<file path="config.mk">
export PLATFORM = sky130hd
export DESIGN_NAME = roulette_wheel_selector_core
export DESIGN_NICKNAME = d
export VERILOG_FILES = /design/src/sv/rws_pkg.sv /design/src/sv/rws_ram.sv /design/src/sv/rws_ctrl.sv /design/src/sv/rws_datapath.sv /design/src/sv/roulette_wheel_selector_core.sv
export SDC_FILE = /design/constraint.sdc
export NUM_CORES = 2
export LEC_CHECK = 0
export BUFFER_PORTS_ARGS = -buffer_cell sky130_fd_sc_hd__buf_2
export CORE_ASPECT_RATIO = 1.1
export CORE_MARGIN = 8
export CORE_UTILIZATION = 30
export CTS_BUF_LIST = sky130_fd_sc_hd__clkbuf_4 sky130_fd_sc_hd__clkbuf_8
export DETAILED_ROUTE_END_ITERATION = 7
export PLACE_DENSITY = 0.47
export SLEW_MARGIN = 10
export SYNTH_ARGS = -nofsm -noshare
export SYNTH_HDL_FRONTEND = slang
export SYNTH_SLANG_ARGS = --single-unit
export TNS_END_PERCENT = 20
</file>
<file path="constraint.sdc">
create_clock -name clk -period 11.8 [get_ports clk]
set_input_delay 0.59 -clock clk [delete_from_list [all_inputs] [get_ports clk]]
set_output_delay 0.59 -clock clk [all_outputs]
set_load 0.01 [all_outputs]
</file>
<file path="src/sv/rws_pkg.sv">
package rws_pkg;

  // Fixed field widths of the block's interface.
  localparam int KIND_BITS  = 2;
  localparam int INDEX_BITS = 6;
  localparam int RAND_BITS  = 16;
  localparam int TOTAL_BITS = 22;
  localparam int CFG_BITS   = 7;

  localparam logic [TOTAL_BITS-1:0] TOTAL_MAX   = '1;
  localparam logic [CFG_BITS-1:0]   CFG_RESET   = 7'd64;

  // Item kinds. The fourth code carries no meaning and is dropped.
  typedef enum logic [KIND_BITS-1:0] {
    KIND_WRITE  = 2'd0,
    KIND_TOTAL  = 2'd1,
    KIND_SELECT = 2'd2
  } kind_t;

  typedef enum logic [1:0] {
    ST_IDLE,
    ST_TOTAL,
    ST_SELECT
  } state_t;

  // Commands from the controller to the datapath.
  typedef struct packed {
    logic wr;      // store the fitness of the accepted write item
    logic load;    // clear the walk and capture the selection target
    logic step;    // walk one more entry
    logic sat;     // walk is a total pass: saturate the sum
    logic commit;  // store the finished sum as the running total
    logic emit;    // present a selection result
  } cmd_t;

  // Status from the datapath to the controller.
  typedef struct packed {
    logic hit;       // the entry now in the adder reaches the slice
    logic walk_end;  // all entries in use have been read and added
  } status_t;

endpackage

</file>
<file path="src/sv/rws_ram.sv">
module rws_ram #(
  parameter int WIDTH = 16,
  parameter int DEPTH = 64
) (
  input  logic                     clk,
  input  logic                     we,
  input  logic [$clog2(DEPTH)-1:0] waddr,
  input  logic [WIDTH-1:0]         wdata,
  input  logic                     re,
  input  logic [$clog2(DEPTH)-1:0] raddr,
  output logic [WIDTH-1:0]         rdata
);

  logic [WIDTH-1:0] mem [DEPTH];

  always_ff @(posedge clk) begin
    if (we) begin
      mem[waddr] <= wdata;
    end
    if (re) begin
      rdata <= mem[raddr];
    end
  end

endmodule

</file>
<file path="src/sv/rws_ctrl.sv">
module rws_ctrl import rws_pkg::*; (
  input  logic                 clk,
  input  logic                 rst_n,
  input  logic                 start,
  input  logic [KIND_BITS-1:0] in_kind,
  input  status_t              status_i,
  output cmd_t                 cmd_o,
  output logic                 busy
);

  state_t state_r;
  state_t state_nxt;

  always_ff @(posedge clk) begin
    if (!rst_n) begin
      state_r <= ST_IDLE;
    end else begin
      state_r <= state_nxt;
    end
  end

  always_comb begin
    state_nxt = state_r;
    cmd_o     = '0;
    unique case (state_r)
      ST_IDLE: begin
        if (start) begin
          unique case (kind_t'(in_kind))
            KIND_WRITE: begin
              cmd_o.wr = 1'b1;
            end
            KIND_TOTAL: begin
              cmd_o.load = 1'b1;
              state_nxt  = ST_TOTAL;
            end
            KIND_SELECT: begin
              cmd_o.load = 1'b1;
              state_nxt  = ST_SELECT;
            end
            default: begin
            end
          endcase
        end
      end
      ST_TOTAL: begin
        cmd_o.step = 1'b1;
        cmd_o.sat  = 1'b1;
        if (status_i.walk_end) begin
          cmd_o.commit = 1'b1;
          state_nxt    = ST_IDLE;
        end
      end
      ST_SELECT: begin
        cmd_o.step = 1'b1;
        if (status_i.hit || status_i.walk_end) begin
          cmd_o.emit = 1'b1;
          state_nxt  = ST_IDLE;
        end
      end
      default: begin
        state_nxt = ST_IDLE;
      end
    endcase
  end

  assign busy = (state_r != ST_IDLE);

endmodule

</file>
<file path="src/sv/rws_datapath.sv">
module rws_datapath import rws_pkg::*; #(
  parameter int ENTRIES      = 64,
  parameter int FITNESS_BITS = 16
) (
  input  logic                    clk,
  input  logic                    rst_n,
  input  cmd_t                    cmd_i,
  output status_t                 status_o,
  input  logic [INDEX_BITS-1:0]   in_entry_index,
  input  logic [FITNESS_BITS-1:0] in_fitness_value,
  input  logic [RAND_BITS-1:0]    in_random_fraction,
  input  logic                    cfg_we,
  input  logic [CFG_BITS-1:0]     cfg_genomes_in_use,
  output logic                    out_valid,
  output logic [INDEX_BITS-1:0]   out_chosen_index,
  output logic                    out_found,
  output logic [TOTAL_BITS-1:0]   out_total_fitness
);

  localparam int IDX_W  = $clog2(ENTRIES);
  localparam int CNT_W  = $clog2(ENTRIES + 1);
  localparam int ACC_W  = (FITNESS_BITS + IDX_W > TOTAL_BITS) ? FITNESS_BITS + IDX_W
                                                              : TOTAL_BITS;
  localparam int CMP_W  = ACC_W + RAND_BITS;
  localparam int PROD_W = RAND_BITS + TOTAL_BITS;

  logic [CFG_BITS-1:0]     gin_r;
  logic [TOTAL_BITS-1:0]   total_r;
  logic [PROD_W-1:0]       target_r;
  logic [ACC_W-1:0]        accum_r;
  logic [ACC_W-1:0]        accum_nxt;
  logic [CNT_W-1:0]        rd_cnt_r;
  logic                    dv_r;
  logic [IDX_W-1:0]        di_r;
  logic                    out_valid_r;
  logic [INDEX_BITS-1:0]   chosen_r;
  logic                    found_r;
  logic [TOTAL_BITS-1:0]   total_out_r;

  logic [CNT_W-1:0]        active_cnt;
  logic                    issue;
  logic                    ram_we;
  logic [FITNESS_BITS-1:0] rdata;
  logic [ACC_W:0]          sum_ext;
  logic [PROD_W-1:0]       product;
  logic                    hit;

  // A count above the table size acts as the table size.
  always_comb begin
    if (32'(gin_r) > 32'(ENTRIES)) begin
      active_cnt = CNT_W'(ENTRIES);
    end else begin
      active_cnt = CNT_W'(gin_r);
    end
  end

  assign ram_we = cmd_i.wr && (32'(in_entry_index) < 32'(ENTRIES));
  assign issue  = cmd_i.step && (rd_cnt_r < active_cnt);

  rws_ram #(
    .WIDTH (FITNESS_BITS),
    .DEPTH (ENTRIES)
  ) u_store (
    .clk   (clk),
    .we    (ram_we),
    .waddr (IDX_W'(in_entry_index)),
    .wdata (in_fitness_value),
    .re    (issue),
    .raddr (rd_cnt_r[IDX_W-1:0]),
    .rdata (rdata)
  );

  assign product = PROD_W'(in_random_fraction) * PROD_W'(total_r);

  // Total passes saturate; selection walks keep the exact sum.
  assign sum_ext = {1'b0, accum_r} + (ACC_W + 1)'(rdata);

  always_comb begin
    if (cmd_i.sat && (sum_ext > (ACC_W + 1)'(TOTAL_MAX))) begin
      accum_nxt = ACC_W'(TOTAL_MAX);
    end else begin
      accum_nxt = sum_ext[ACC_W-1:0];
    end
  end

  assign hit = dv_r && ({accum_nxt, {RAND_BITS{1'b0}}} >= CMP_W'(target_r));

  assign status_o.hit      = hit;
  assign status_o.walk_end = !dv_r && (rd_cnt_r == active_cnt);

  always_ff @(posedge clk) begin
    if (!rst_n) begin
      gin_r       <= CFG_RESET;
      total_r     <= '0;
      rd_cnt_r    <= '0;
      dv_r        <= 1'b0;
      out_valid_r <= 1'b0;
    end else begin
      if (cfg_we) begin
        gin_r <= cfg_genomes_in_use;
      end
      if (cmd_i.commit) begin
        total_r <= accum_r[TOTAL_BITS-1:0];
      end
      if (cmd_i.load) begin
        rd_cnt_r <= '0;
        dv_r     <= 1'b0;
      end else if (cmd_i.step) begin
        if (issue) begin
          rd_cnt_r <= rd_cnt_r + CNT_W'(1);
        end
        dv_r <= issue;
      end
      out_valid_r <= cmd_i.emit;
    end
  end

  always_ff @(posedge clk) begin
    if (cmd_i.load) begin
      accum_r  <= '0;
      target_r <= product;
    end else if (cmd_i.step && dv_r) begin
      accum_r <= accum_nxt;
    end
    if (issue) begin
      di_r <= rd_cnt_r[IDX_W-1:0];
    end
    if (cmd_i.emit) begin
      chosen_r    <= hit ? INDEX_BITS'(di_r) : '0;
      found_r     <= hit;
      total_out_r <= total_r;
    end
  end

  assign out_valid         = out_valid_r;
  assign out_chosen_index  = chosen_r;
  assign out_found         = found_r;
  assign out_total_fitness = total_out_r;

endmodule

</file>
<file path="src/sv/roulette_wheel_selector_core.sv">
// Channel  | Ports                                             | Transfer when
// ---------+---------------------------------------------------+-----------------------
// input    | in_kind, in_entry_index, in_fitness_value,        | start high, busy low
//          | in_random_fraction                                |
// result   | out_chosen_index, out_found, out_total_fitness    | out_valid high
// config   | cfg_genomes_in_use                                | cfg_valid, cfg_ready
//
// A write item is stored at its transfer and leaves the block free in the next cycle.
// A total or select item keeps busy high while it walks the N entries in use: one
// fitness table read per cycle through the single read port, then the last read lands,
// then the walk finishes; a select may end early.
// The result is registered and shows for exactly one cycle, while a new item is taken.
// Reset (rst_n low, synchronous) clears the controller, the running total and the
// count register (to 64); the fitness table holds no reset value.
// Results cannot be stalled; cfg_ready is always high.
module roulette_wheel_selector_core import rws_pkg::*; #(
  parameter int ENTRIES      = 64,
  parameter int FITNESS_BITS = 16
) (
  input  logic                    clk,
  input  logic                    rst_n,
  input  logic                    start,
  output logic                    busy,
  input  logic [KIND_BITS-1:0]    in_kind,
  input  logic [INDEX_BITS-1:0]   in_entry_index,
  input  logic [FITNESS_BITS-1:0] in_fitness_value,
  input  logic [RAND_BITS-1:0]    in_random_fraction,
  output logic                    out_valid,
  output logic [INDEX_BITS-1:0]   out_chosen_index,
  output logic                    out_found,
  output logic [TOTAL_BITS-1:0]   out_total_fitness,
  input  logic                    cfg_valid,
  output logic                    cfg_ready,
  input  logic [CFG_BITS-1:0]     cfg_genomes_in_use
);

  cmd_t    cmd;
  status_t status;

  // The count register is to be written only while the block is idle; the block
  // itself does not enforce this, so it is always ready to take a transfer.
  assign cfg_ready = 1'b1;

  // The controller sequences each item: writes pass straight through, while
  // totals and selections walk the table under its control.
  rws_ctrl u_ctrl (
    .clk      (clk),
    .rst_n    (rst_n),
    .start    (start),
    .in_kind  (in_kind),
    .status_i (status),
    .cmd_o    (cmd),
    .busy     (busy)
  );

  // The datapath holds the fitness table, the accumulator, the slice target
  // (random fraction times total, formed in one multiplier at the transfer)
  // and the registered result.
  rws_datapath #(
    .ENTRIES      (ENTRIES),
    .FITNESS_BITS (FITNESS_BITS)
  ) u_dp (
    .clk                (clk),
    .rst_n              (rst_n),
    .cmd_i              (cmd),
    .status_o           (status),
    .in_entry_index     (in_entry_index),
    .in_fitness_value   (in_fitness_value),
    .in_random_fraction (in_random_fraction),
    .cfg_we             (cfg_valid && cfg_ready),
    .cfg_genomes_in_use (cfg_genomes_in_use),
    .out_valid          (out_valid),
    .out_chosen_index   (out_chosen_index),
    .out_found          (out_found),
    .out_total_fitness  (out_total_fitness)
  );

endmodule

</file>
After elaboration in Yosys (flattened, before gate mapping)

Memory sizes are Yosys's and may differ from the RTL's. A register that Yosys moved wholly into a read port is not among the register bits.
Cells that the tools add are included.

Register bits after elaboration: 135
Memory bits (writable): 1024
Input bits: 51
Output and inout port bits: 32
Memories: 1

$add $sub $neg: 2
Multipliers: 1
Order comparisons: 4
Equal/unequal tests: 9
Mux-type cells: 18
Bitwise operators: 1
Reductions and logical operators: 15

Memory list:

| name             | words | bits a word | read ports | clocked after Yosys merged registers in | write ports | RTL line      | text |
|---|---|---|---|---|---|---|---|
| u_dp.u_store.mem | 64    | 16          | 1          | 1                                       | 1           | rws_ram.sv:14 | `logic [WIDTH-1:0] mem [DEPTH];` |

Operators by type and width:

| kind                 | number |
|---|---|
| $ge 38x38->1         | 1 |
| $mul 16x22->38       | 1 |
| $add 22x16->23       | 1 |
| $gt 23x22->1 const B | 1 |
| $mux 22              | 1 |
| $mux 2               | 6 |
| $mux 1               | 8 |
| $add 7x1->7 const B  | 1 |
| $eq 7x7->1           | 1 |
| $gt 7x7->1 const B   | 1 |
| $lt 7x7->1           | 1 |
| $mux 7               | 1 |
| $pmux 2 s3           | 1 |
| $reduce_or 2->1      | 3 |
| $logic_and 1x1->1    | 5 |
| $eq 2x1->1 const B   | 2 |
| $eq 2x2->1 const B   | 2 |
| $logic_not 2->1      | 2 |
| $ne 2x1->1 const B   | 2 |
| $pmux 2 s2           | 1 |
| $reduce_and 4->1     | 1 |
| $ne 3x3->1 const B   | 1 |
| $ne 2x2->1 const B   | 1 |
| $reduce_and 2->1     | 1 |
| other kinds (4)      | 4 |

Depth between registers and ports, before layout

Word-level depth: 13
Mapped depth: 23

Hierarchy

Synthesis repeated with hierarchy kept, for this count alone.

Cell total of the unflattened synthesis: 3720
Area total of the unflattened synthesis: 57944.3 um^2

By module, submodules not included:

| module                       | instances | cells each | area an instance (um^2) | seq. area each (um^2) |
|---|---|---|---|---|
| rws_ram                      | 1         | 1829       | 40202.3                 | 31230.0 |
| rws_datapath                 | 1         | 1860       | 17486.8                 | 3393.3 |
| rws_ctrl                     | 1         | 29         | 244.0                   | 40.0 |
| roulette_wheel_selector_core | 1         | 2          | 11.3                    | 0.0 |

Least setup slack after synthesis

Ideal clock, no wire load.

Path kind: input to register
Start point: input port in_random_fraction[1]
End point: register u_dp.target_r[35], data pin
Setup time: 260 ps
Arrival time: 6027 ps
Required time: 11540 ps
Slack: 5513 ps
Cell stages on the path: 20
Cells stage by stage: clkbuf_1 > nand2_1 > fa_1 > inv_1 > fa_1 > inv_1 > fa_1 > fa_1 > fa_1 > inv_1 > fa_1 > ha_1 > a21o_1 > a21o_1 > a21o_1 > a2111oi_0 > a2bb2oi_1 > o41ai_1 > or2_1 > xor2_1

Longest elaborated chain between the ends: 1

RTL lines:

| item                 | RTL line                           | text |
|---|---|---|
| start, declared      | roulette_wheel_selector_core.sv:27 | `input logic [RAND_BITS-1:0] in_random_fraction,` |
| $mul 16x22->38       | rws_datapath.sv:73                 | `assign product = PROD_W'(in_random_fraction) * PROD_W'(total_r);` |
| net u_dp.product[35] | rws_datapath.sv:45                 | `logic [PROD_W-1:0] product;` |
| end signal, assigned | rws_datapath.sv:121                | `target_r <= product;` |
| end, declared        | rws_datapath.sv:29                 | `logic [PROD_W-1:0] target_r;` |

The timed path passes the listed nets, and every way through them passes these cells.
A chain may end at the register's enable or synchronous reset.

Final worst setup path

Start point: register u_dp.total_r[12]
End point: register u_dp.target_r[37], data pin

Longest elaborated chain between the ends: 1

RTL lines:

| item                   | RTL line            | text |
|---|---|---|
| start, declared        | rws_datapath.sv:28  | `logic [TOTAL_BITS-1:0] total_r;` |
| start signal, assigned | rws_datapath.sv:103 | `total_r <= accum_r[TOTAL_BITS-1:0];` |
| $mul 16x22->38         | rws_datapath.sv:73  |  |
| net u_dp.product[37]   | rws_datapath.sv:45  |  |

The timed path passes the listed nets, and every way through them passes these cells.

==> qor.csv <==
stage,metric,value,unit
pwr,p_leak,22.1,nW
finish,area_delta_synth_final,13.8,%
synthesis,yosysMostFrequentCell,edfxtp_1,
floorplanning,std_cell_rows,168,
grt,grt_pass1_wl,215000,um
grt,grt_pass1_vias,32200,
clock_tree,clk_latency,0.97,ns
finish,fin_nets,4183,
floorplanning,die_x,432,um
placement,dp_cells,6032,
grt,grt_antenna_before_repair,19,
route,post_drt_via_cell_ratio,4.67,
timing,relSlewSlack,0.228,
timing,hold_ws,0.134,ns
timing,finalClockSkew,0.119,ns
clock_tree,numCtsBuffers,199,
worst_setup_path,crit_type,reg2reg,
min_path,hold_path_startpoint,cfg_valid,
grt,overflow,0,
timing,tns,0,ns
synthesis,yosys_most_used_dff,edfxtp_1,
finish,post-route-util,0.343,
worst_setup_path,regToRegSetupSlack,4.49,ns
synthesis,syn_avg_cell_area,16.6,um^2
timing,post-route-min-period,7.31,ns
timing,post-route-period-util,0.619,
route,num_vias,29900,
route,first_pass_iters,5,
grt,grt_max_degree,115,
timing,hold_violations,0,
run,maxCapViolations,0,
outcome,status,finished clean,
worst_setup_path,reg2reg_depth,21,
placement,gp_congestion,0.782,
clock_tree,cts.sinks,1175,
worst_setup_path,start_kind,flop,
finish,stdcell_count,6407,
worst_setup_path,reg2reg_from,u_dp.total_r[12]$_SDFFE_PN0P_,
clock_tree,post_cts_buffers,0,
floorplanning,ios,83,
synthesis,synth.largest_area_cell,edfxtp_1,
route,drt_wl_total,143000,um
pwr,vdd_drop_max,0.111,mV
synthesis,synth-edff-count,1113,
route,route.detailed.drc,0,
finish,layout-drive-gt1-share,0.225,
worst_setup_path,rr_endpoint,u_dp.target_r[37]$_DFFE_PP_,
worst_setup_path,cp_max_fo,18,
clock_tree,clk_pin_slew_worst_paths,0.05,ns
synthesis,synth_cell_type_count,73,
synthesis,synthTopCellsByArea,"edfxtp_1 (58%), mux4_2 (13%), fa_1 (9.8%), ha_1 (3.5%), inv_1 (2.2%)",
worst_setup_path,cp.arrival,7.95,ns
route,wire_per_inst,22.3,um
clock_tree,h-tree-depth,4,
synthesis,synth_fp_nets,3941,
worst_setup_path,critPathRequiredTime,12.45,ns
floorplanning,core,190000,um^2
floorplanning,start_util,0.301,
timing,setup_violations,0,
pwr,power_density,150,nW/um^2
placement,dp_hpwl,91400,um
placement,io_buffers,81,
route,drt-initial-drc-count,2040,
synthesis,netlist_instances,3449,
timing,worst_pin_slew,1.15,ns
synthesis,ys_seq_area_frac,0.606,
min_path,hold_path_class,in2reg,
route,ant_nets,0,
clock_tree,cts_tree,yes,
synthesis,syn_area,57200,um^2
synthesis,yosys_warnings,0,
synthesis,netlist.area_leader.share,0.584,
timing,rsz0062_at_grt,no,
synthesis,synth-seq-cells,1175,
timing,fin_ws,4.49,ns
clock_tree,clk_path_buf_depth,3,
synthesis,synth_common_cells,"edfxtp_1 (1113), inv_1 (336), mux4_2 (336), nand2_1 (308), fa_1 (279)",
min_path,hold_depth,3,
clock_tree,root_buffer,clkbuf_8,
timing,slew_viol_final,0,
grt,groute.usage.overall,0.139,
worst_setup_path,cp-end-kind,flop,
min_path,hold_path_end,u_dp.gin_r[2]$_SDFFE_PN0P_,
synthesis,async_flop_share,0,
floorplanning,die-area,205000,um^2
floorplanning,die_y,474,um
timing,max_freq,137,MHz
placement,place_ws,4.48,ns
[power by group]
group,switching (mW),internal (mW)
logic,0.764,0.657
clock network,1.73,1.92
registers,0.0776,4.65
[state kept, by name, indices dropped and copies added (netlist names)]
name / flops
u_dp.di_r: 6
u_dp.u_store.mem: 1024
u_dp.u_store.rdata: 16
u_dp.accum_r: 22
u_dp.out_chosen_index: 6
u_dp.dv_r: 1
u_dp.target_r: 38
u_dp.out_found: 1
u_dp.gin_r: 7
u_dp.rd_cnt_r: 7
u_dp.out_valid: 1
u_dp.total_r: 22
u_dp.out_total_fitness: 22
u_ctrl.state_r: 2
[cell families (layout without fill, tap and decap cells)]
kind of cell	after synthesis	count (layout)	synth area share
flip-flops	1175	1175	0.606
AND/OR/NAND/NOR	724	724	0.0595
buffers and inverters	499	901	0.0344
adder cells (fa/ha/maj)	441	441	0.133
multiplexers	351	351	0.135
AO/OA/AOI/OAI	210	210	0.0245
XOR/XNOR	48	48	0.00735
other	1	7	0.0000656
[routing by layer]
layer / share of wire / track usage
met1: 0.45 / 0.190
met2: 0.48 / 0.228
met3: 0.054 / 0.0293
met4: 0.021 / 0.0370
met5: 0.00033 / 0
[layout make-up]
cell class	count	area (um^2)
inverters	338	1270
well taps	2550	3190
repair buffers	202	1360
clock inverters	85	649
fillers	18400	125000
flip-flops and latches	1175	34700
diodes	6	15.0
multi-input cells	1775	20600
clock buffers	276	3340
[how the worst max path moves through the flow]
stage / slack, ns / to / from / cells past startpoint
after floorplan: 5.51 / u_dp.target_r[35]$_DFFE_PP_ / in_random_fraction[1] / 20
after global placement: 4.51 / u_dp.target_r[32]$_DFFE_PP_ / in_random_fraction[1] / 22
after detailed placement: 4.48 / u_dp.target_r[32]$_DFFE_PP_ / in_random_fraction[1] / 22
after CTS: 4.46 / u_dp.target_r[37]$_DFFE_PP_ / u_dp.total_r[12]$_SDFFE_PN0P_ / 21
after global routing: 4.13 / u_dp.target_r[37]$_DFFE_PP_ / u_dp.total_r[12]$_SDFFE_PN0P_ / 21
final: 4.49 / u_dp.target_r[37]$_DFFE_PP_ / u_dp.total_r[12]$_SDFFE_PN0P_ / 21
[placed cells by master, fill, tap and decap left out, types with 10 or more instances in the layout]
cell type	Yosys	layout
nand3_1	19	19
nor2_1	129	129
buf_2	17	81
xor2_1	16	16
a21o_1	22	22
mux2i_1	12	12
and3_1	16	16
or2_2	12	12
xnor2_1	32	32
edfxtp_1	1113	1113
clkbuf_4	0	74
a21oi_1	50	50
clkbuf_8	0	202
mux4_2	336	336
nand4_1	10	10
o21ai_0	35	35
clkinv_1	1	53
a21boi_0	23	23
nand2_1	308	308
nor3_1	32	32
fa_1	279	279
clkinv_2	0	13
nor2b_1	13	13
and2_1	152	152
ha_1	162	162
dfxtp_1	62	58
inv_1	336	336
buf_4	12	111
[per-stage QoR]
stage / area, um^2 / total power, mW
after detailed placement: 61000 / 6.27
after floorplan: 57200 / 5.81
final: 65100 / 9.79
after global routing: 65100 / 10.3
after CTS: 65100 / 9.98
after global placement: 61000 / 6.27
[timing repair]
action,in CTS,in global routing
resized for setup,0,0
endpoints found under the setup margin,0,0
hold buffers,8,0
endpoints found under the hold margin,7,0
[worst max-delay path, cell delays in order (launching register included)]
cell and delay (ns):
dfxtp_1 0.98, nand2_1 0.18, fa_1 0.58, inv_1 0.05, fa_1 0.53, inv_1 0.05, fa_1 0.49, inv_1 0.05
fa_1 0.57, inv_1 0.06, fa_1 0.48, inv_1 0.05, fa_1 0.44, ha_1 0.40, nand4_1 0.17, nor2_1 0.17
o211ai_1 0.15, a21oi_1 0.51, a2bb2oi_1 0.26, o41ai_1 0.56, o22ai_1 0.15, xnor2_1 0.16
Power figures use the tool's default switching activity.
